===== src/mandelbrot_escape_time_quad_macros.svh =====
// Assertion helpers for the escape-time block.
// Both expect clk and rst_n in scope.
`ifndef MANDELBROT_ESCAPE_TIME_QUAD_MACROS_SVH
`define MANDELBROT_ESCAPE_TIME_QUAD_MACROS_SVH

// Same-cycle implication.
`define MBQ_ASSERT_IMP(name, ante, cons, msg) \
    name: assert property (@(posedge clk) disable iff (!rst_n) (ante) |-> (cons)) \
        else $error(msg);

// Next-cycle implication.
`define MBQ_ASSERT_NEXT(name, ante, cons, msg) \
    name: assert property (@(posedge clk) disable iff (!rst_n) (ante) |=> (cons)) \
        else $error(msg);

`endif


===== src/mbq_pkg.sv =====
package mbq_pkg;

    localparam int LANES         = 4;
    localparam int COORD_BITS    = 32;
    localparam int FRAC_BITS     = 23;
    localparam int COUNT_BITS    = 16;
    localparam int SHADE_BITS    = 8;
    localparam int IDX_BITS      = 12;
    localparam int STEP_BITS     = 31;
    localparam int ESC_BITS      = 8;
    // col + lane offset, one bit of headroom past the last column
    localparam int LANE_IDX_BITS = IDX_BITS + 1;
    // |z| components below 16.0 fit this signed width
    localparam int SMALL_BITS    = FRAC_BITS + 5;
    localparam int PROD_BITS     = 2 * SMALL_BITS;
    localparam int DIFF_BITS     = PROD_BITS + 1;
    localparam int WIDE_BITS     = 48;

    localparam int APB_DATA_BITS = 32;
    localparam int ADDR_BITS     = 5;
    localparam int REG_SEL_BITS  = 3;

    typedef logic signed [COORD_BITS-1:0] coord_t;
    typedef logic signed [WIDE_BITS-1:0]  wide_t;
    typedef logic [COUNT_BITS-1:0]        count_t;
    typedef logic [SHADE_BITS-1:0]        shade_t;
    typedef logic [IDX_BITS-1:0]          idx_t;
    typedef logic [STEP_BITS-1:0]         step_t;
    typedef logic [ESC_BITS-1:0]          esc_t;
    typedef logic [REG_SEL_BITS-1:0]      reg_sel_t;

    typedef struct packed {
        count_t max_iter;
        esc_t   escape_sq;
    } iter_cfg_t;

    localparam reg_sel_t REG_ORIGIN_RE = 3'd0;
    localparam reg_sel_t REG_ORIGIN_IM = 3'd1;
    localparam reg_sel_t REG_STEP_RE   = 3'd2;
    localparam reg_sel_t REG_STEP_IM   = 3'd3;
    localparam reg_sel_t REG_MAX_ITER  = 3'd4;
    localparam reg_sel_t REG_ESCAPE_SQ = 3'd5;

    localparam coord_t RST_ORIGIN  = -32'sd16777216;
    localparam step_t  RST_STEP    = 31'd32768;
    localparam count_t RST_MAX     = 16'd256;
    localparam esc_t   RST_ESCAPE  = 8'd100;

    localparam shade_t SHADE_WHITE = 8'd255;
    localparam shade_t SHADE_BLACK = 8'd0;

    localparam coord_t COORD_MAX = {1'b0, {(COORD_BITS-1){1'b1}}};
    localparam coord_t COORD_MIN = {1'b1, {(COORD_BITS-1){1'b0}}};

    // Clamp a wide signed value into the coordinate range.
    function automatic coord_t sat_coord(input wide_t v);
        logic [WIDE_BITS-COORD_BITS:0] hi;
        coord_t res;
        hi = v[WIDE_BITS-1:COORD_BITS-1];
        if (hi == '0 || hi == '1)
        begin
            res = v[COORD_BITS-1:0];
        end
        else if (v[WIDE_BITS-1])
        begin
            res = COORD_MIN;
        end
        else
        begin
            res = COORD_MAX;
        end
        return res;
    endfunction

endpackage


===== src/mbq_chan_if.sv =====


interface mbq_out_if;
    logic            valid;
    logic            ready;
    mbq_pkg::count_t count_0;
    mbq_pkg::count_t count_1;
    mbq_pkg::count_t count_2;
    mbq_pkg::count_t count_3;
    mbq_pkg::shade_t shade_0;
    mbq_pkg::shade_t shade_1;
    mbq_pkg::shade_t shade_2;
    mbq_pkg::shade_t shade_3;

    modport source (output valid, count_0, count_1, count_2, count_3,
                    shade_0, shade_1, shade_2, shade_3, input ready);
    modport sink   (input valid, count_0, count_1, count_2, count_3,
                    shade_0, shade_1, shade_2, shade_3, output ready);
endinterface


===== src/mbq_merge.sv =====
module mbq_merge (
    input  logic              clk,
    input  logic              rst_n,
    input  logic              load,
    input  mbq_pkg::count_t   counts [mbq_pkg::LANES],
    input  mbq_pkg::count_t   max_iter,
    output logic              slot_free,
    mbq_out_if.source         out_ch
);

    logic            valid_reg;
    logic            valid_next;
    mbq_pkg::count_t count_reg [mbq_pkg::LANES];
    mbq_pkg::shade_t shade_reg [mbq_pkg::LANES];

    function automatic mbq_pkg::shade_t grey(input mbq_pkg::count_t n,
                                             input mbq_pkg::count_t lim);
        mbq_pkg::shade_t s;
        if (n == lim || n[0])
        begin
            s = mbq_pkg::SHADE_BLACK;
        end
        else
        begin
            s = mbq_pkg::SHADE_WHITE;
        end
        return s;
    endfunction

    assign slot_free = !valid_reg || out_ch.ready;

    always_comb
    begin
        valid_next = valid_reg;
        if (load)
        begin
            valid_next = 1'b1;
        end
        else if (out_ch.ready)
        begin
            valid_next = 1'b0;
        end
    end

    always_ff @(posedge clk or negedge rst_n)
    begin
        if (!rst_n)
        begin
            valid_reg <= 1'b0;
        end
        else
        begin
            valid_reg <= valid_next;
        end
    end

    always_ff @(posedge clk)
    begin
        if (load)
        begin
            for (int i = 0; i < mbq_pkg::LANES; i++)
            begin
                count_reg[i] <= counts[i];
                shade_reg[i] <= grey(counts[i], max_iter);
            end
        end
    end

    assign out_ch.valid   = valid_reg;
    assign out_ch.count_0 = count_reg[0];
    assign out_ch.count_1 = count_reg[1];
    assign out_ch.count_2 = count_reg[2];
    assign out_ch.count_3 = count_reg[3];
    assign out_ch.shade_0 = shade_reg[0];
    assign out_ch.shade_1 = shade_reg[1];
    assign out_ch.shade_2 = shade_reg[2];
    assign out_ch.shade_3 = shade_reg[3];

endmodule


===== src/flat_wrapper.sv =====
// flat-port wrapper written by rule: the top's interface ports become plain ports
module mbq_merge_flat 
  (clk, rst_n, load, counts, max_iter, slot_free, out_ch_valid, out_ch_count_0, out_ch_count_1, out_ch_count_2, out_ch_count_3, out_ch_shade_0, out_ch_shade_1, out_ch_shade_2, out_ch_shade_3, out_ch_ready);
  mbq_out_if out_ch_i ();
  input  logic clk;
  input  logic rst_n;
  input  logic load;
  input  mbq_pkg::count_t counts[mbq_pkg::LANES];
  input  mbq_pkg::count_t max_iter;
  output logic slot_free;
  output wire logic [$bits(out_ch_i.valid)-1:0] out_ch_valid;
  output wire logic [$bits(out_ch_i.count_0)-1:0] out_ch_count_0;
  output wire logic [$bits(out_ch_i.count_1)-1:0] out_ch_count_1;
  output wire logic [$bits(out_ch_i.count_2)-1:0] out_ch_count_2;
  output wire logic [$bits(out_ch_i.count_3)-1:0] out_ch_count_3;
  output wire logic [$bits(out_ch_i.shade_0)-1:0] out_ch_shade_0;
  output wire logic [$bits(out_ch_i.shade_1)-1:0] out_ch_shade_1;
  output wire logic [$bits(out_ch_i.shade_2)-1:0] out_ch_shade_2;
  output wire logic [$bits(out_ch_i.shade_3)-1:0] out_ch_shade_3;
  input wire logic [$bits(out_ch_i.ready)-1:0] out_ch_ready;
  assign out_ch_valid = out_ch_i.valid;
  assign out_ch_count_0 = out_ch_i.count_0;
  assign out_ch_count_1 = out_ch_i.count_1;
  assign out_ch_count_2 = out_ch_i.count_2;
  assign out_ch_count_3 = out_ch_i.count_3;
  assign out_ch_shade_0 = out_ch_i.shade_0;
  assign out_ch_shade_1 = out_ch_i.shade_1;
  assign out_ch_shade_2 = out_ch_i.shade_2;
  assign out_ch_shade_3 = out_ch_i.shade_3;
  assign out_ch_i.ready = out_ch_ready;
  mbq_merge u_core (.clk(clk), .rst_n(rst_n), .load(load), .counts(counts), .max_iter(max_iter), .slot_free(slot_free), .out_ch(out_ch_i));
endmodule

===== config.mk =====
export PLATFORM = sky130hd
export DESIGN_NAME = mbq_merge_flat
export DESIGN_NICKNAME = d
export VERILOG_FILES = /design/src/mandelbrot_escape_time_quad_macros.svh /design/src/mbq_pkg.sv /design/src/mbq_chan_if.sv /design/src/mbq_merge.sv /design/src/flat_wrapper.sv
export SDC_FILE = /design/constraint.sdc
export NUM_CORES = 1
export LEC_CHECK = 0
export BUFFER_PORTS_ARGS = -buffer_cell sky130_fd_sc_hd__buf_4
export CAP_MARGIN = 5
export CORE_MARGIN = 5
export CORE_UTILIZATION = 35
export CTS_CLUSTER_SIZE = 16
export DETAILED_ROUTE_END_ITERATION = 8
export GPL_TIMING_DRIVEN = 0
export HOLD_SLACK_MARGIN = 0.12
export PLACE_DENSITY_LB_ADDON = 0.3
export SLEW_MARGIN = 20
export SYNTH_ARGS = -nofsm -noshare
export SYNTH_HDL_FRONTEND = slang
export SYNTH_SLANG_ARGS = --single-unit

===== constraint.sdc =====
create_clock -name clk -period 1 [get_ports clk]
set_clock_uncertainty 0.15 [all_clocks]
set_input_delay 0.05 -clock clk [delete_from_list [all_inputs] [get_ports clk]]
set_output_delay 0.05 -clock clk [all_outputs]
set_load 0.1 [all_outputs]

; ---- Word level (Yosys, flattened, before mapping)
; Memories as Yosys holds them, arrays and structs flattened.
; Cells that the tools add are included.
[totals]
ff_bits = 1
ram_bits = 96
memories = 2
[memory_table]
columns = memory, depth, word_bits, read_ports, rd_ports_with_merged_regs, wr, line_no
row1 = u_core.count_reg, 4, 16, 4, 0, 4, mbq_merge.sv:13  ; mbq_pkg::count_t count_reg [mbq_pkg::LANES];
row2 = u_core.shade_reg, 4, 8, 4, 0, 4, mbq_merge.sv:14  ; mbq_pkg::shade_t shade_reg [mbq_pkg::LANES];
[classes]
n_eq_ne = 4
mux = 12
reduce_logical = 7
[ops]
columns = op, count
row1 = $eq A16 B16 Y1, 4
row2 = $mux W8, 8
row3 = $logic_or A1 B1 Y1, 5
row4 = $mux W1, 4
row5 = $reduce_bool A2 Y1, 1
row6 = $logic_not A1 Y1, 1

; ---- Longest topological paths before layout
[logic_depth]
ltp_word = 4
depth_mapped = 3
ltp_nobuf = 3

; ---- Worst setup path after synthesis
; No wires, ideal clock.
[synth_path]
path_type = reg-to-reg
start = register, netlist name u_core.out_ch.valid
end = register u_core.valid_reg (netlist: u_core.out_ch.valid)
setup_time_ps = 91
arrival_ps = 1955
t_required_ps = 759
setup_slack_ps = -1196
stages_incl_launch_ff = 3
n_path_buf = 0
path_cell_list = dfrtp_1 > nand2b_1 > nand2b_1
[synth_lines]
columns = element, line_no
row1 = "end signal, assigned", mbq_merge.sv:53  ; valid_reg <= valid_next;
row2 = "end, declared", mbq_merge.sv:11  ; logic valid_reg;

==> flow_summary.toml <==
[status]
status = "finished, violations left"
violations = "negative hold slack, negative setup slack"

[grt]
grtUsageTotal_pct = 19.4
antenna_found_initial = 0
grt_pass1_vias = 2771
grt_max_degree = 70
overflow = 0
grt_pass1_wl_um = 15000

[critical_path]
crit_path_end_kind = "primary output"
critPathArrivalTime_ns = 1.20
worstSetupPathType = "register to primary output"
cp_max_fo = 4
required_ns = 0.80
r2r-end = "u_core.out_ch.valid"
reg2reg_depth = 3
crit_top_cell = "buf_6"
max_stage_delay_ns = 0.42
r2r_slack_ns = 0
r2r_start = "u_core.out_ch.valid"
slowest_stage = "edfxtp_1"
crit_chain = "buf_6 > buf_6 > buf_12"
cp-start-kind = "register"
crit_start = "u_core.shade_reg[0][6]"

[synthesis]
ys_ff_latch = 69
synth_ff_type = "edfxtp_1"
seq_area_frac_synth_pct = 69.2
synth_common_cells = "68 x edfxtp_1, 64 x xor2_1, 28 x buf_4"
synth_top_area_share_pct = 68.4
synth_area_per_cell_sq_um = 16.3
ys_types = 7
ys_warn_count = 0
synthMostInstantiatedCell = "edfxtp_1"
ys_top_cells_by_area = "edfxtp_1 68%, xor2_1 19%, buf_4 7.0%"
syn_nets = 267
yosysTopAreaCell = "edfxtp_1"
synth_cells = 183
netlist_area_sq_mm = 0.00299
synth_edf_count = 68
synthArstFlopShare_pct = 1.45

[routing]
drtIter0Drc = 55
routedWlPerCell_um = 18.5
vias_per_cell = 4.47
firstDrtPassIters = 4
drc = 0
via_count = 2497
ant_nets = 0
drt_wl_total_um = 10300

[placement]
placed_cells = 469
placed_area_sq_mm = 0.00459
routabilityCongestion = 0.746
numPortBuffers = 181
preCtsSetupSlack_ns = -0.577

[timing]
fmax_ghz = 0.714
slew_headroom_pct = 40.0
worstMarginPinSlew_ns = 0.900
timing.hold.ws_ns = -0.0660
hold_viol = 1
final.min_clock_period_ns = 1.40
slew_violations = 0
setup_tns_ns = -19.84
setup_slack_ns = -0.400
rsz0062_at_grt = "yes"
finalCritPeriodShare_pct = 140
setup_viol = 99

[floorplan]
core_area_sq_mm = 0.00826
start_util_pct = 36.2
die-area_sq_mm = 0.0105
io_pins = 182
die_w_um = 102
die_h_um = 102
std_cell_rows = 33

[worst_hold_path]
hold_path_end = "u_core.out_ch.valid"
hold_class = "primary input to register"
hold_start = "out_ch_ready"
hold_depth = 4

[finish]
design_area_sq_mm = 0.00641
largest_reg_flops = 64
fin_cells = 559
fin_nets = 533
n_antenna_cell = 0
syn_to_final_growth_pct = 115
nFillCells = 490
finalCoreUtilization_pct = 77.7
drive_gt1_share_pct = 55.5

[pwr]
peakVddDrop_v = 0.000931
power.leakage_nw = 2.71
p_per_area_mw_per_mm2 = 1600
power.total_mw = 10.2

[clock_network]
clkLatencyLatePin_ns = 0.33
tritoncts = "done"
cts_made_buffers = 9
cts-root-buf = "clkbuf_8"
htreeDepth = 3
cts_hold_buf = 66
clock_path_buffers = 2
path_clk_slew_ns = 0.07
numClockSinks = 69

[flow_run]
maxCapViolCount = 0
## critical path, delay by kind of cell, from the launching register on
family / cells / cell delay, ns
flops: 1 / 0.42
buf+inv: 3 / 0.44
## logic make-up after synthesis
logic type | synth area share (%)
DFF | 69.2
xor gates and xnor gates | 18.8
buffers and inverters | 7.04
and+or+nand+nor | 3.77
AOI/OAI and AO/OA | 1.17
## worst max-delay path by stage
stage	slack (ns)	to	depth (start not counted)
after floorplan	-0.65	out_ch_shade_0[1]	1
after global placement	-0.54	u_core.shade_reg[0][6]	4
after detailed placement	-0.58	u_core.shade_reg[3][6]	4
after CTS	-0.40	out_ch_shade_2[5]	3
after global routing	-0.44	out_ch_shade_2[3]	3
final	-0.40	out_ch_shade_0[4]	3
## cell type report
cell class              count  area [sq um]  area share (%)
clock buffers              15           176            2.75
well taps                 105           131            2.05
clock inverters             1          5.00          0.0780
multi-input cells          86           893            13.9
flip-flops and latches     69          2070            32.3
repair buffers            255          2820            44.0
plain buffers              28           315            4.92
## placed cells by master (no fill, tap or decap)
cell / count
nor4_1: 3
buf_8: 2
clkbuf_8: 12
edfxtp_1: 68
buf_12: 36
a41oi_1: 2
a41oi_2: 2
dfrtp_4: 1
buf_6: 102
clkbuf_1: 3
nor4_2: 8
nand2b_1: 1
xor2_1: 59
nor4_4: 5
buf_4: 77
nand2b_4: 1
clkinv_2: 1
xor2_2: 5
dlygate4sd3_1: 66
## power by group
part / switching (mW) / internal, mW
clock: 1.01 / 1.11
sequential: 0.110 / 3.44
combinational: 3.03 / 1.54
## metal layers
layer | global-route usage [%] | vias up | wire length (um)
met2 | 34.8 | 140 | 5480
met1 | 21.2 | 1179 | 3670
met3 | 6.83 | 15 | 971
met5 | 0 | - | 0
met4 | 7.16 | 0 | 212
li1 | - | 1163 | -
## repair_timing
item | in CTS | in global routing
setup endpoints to repair | 102 | 102
endpoints found under the hold margin | 70 | 1
pin swaps | 9 | 6
gates resized for setup | 190 | 12
setup buffers | 8 | 1
Note: power is estimated with default switching activity, not from simulation.
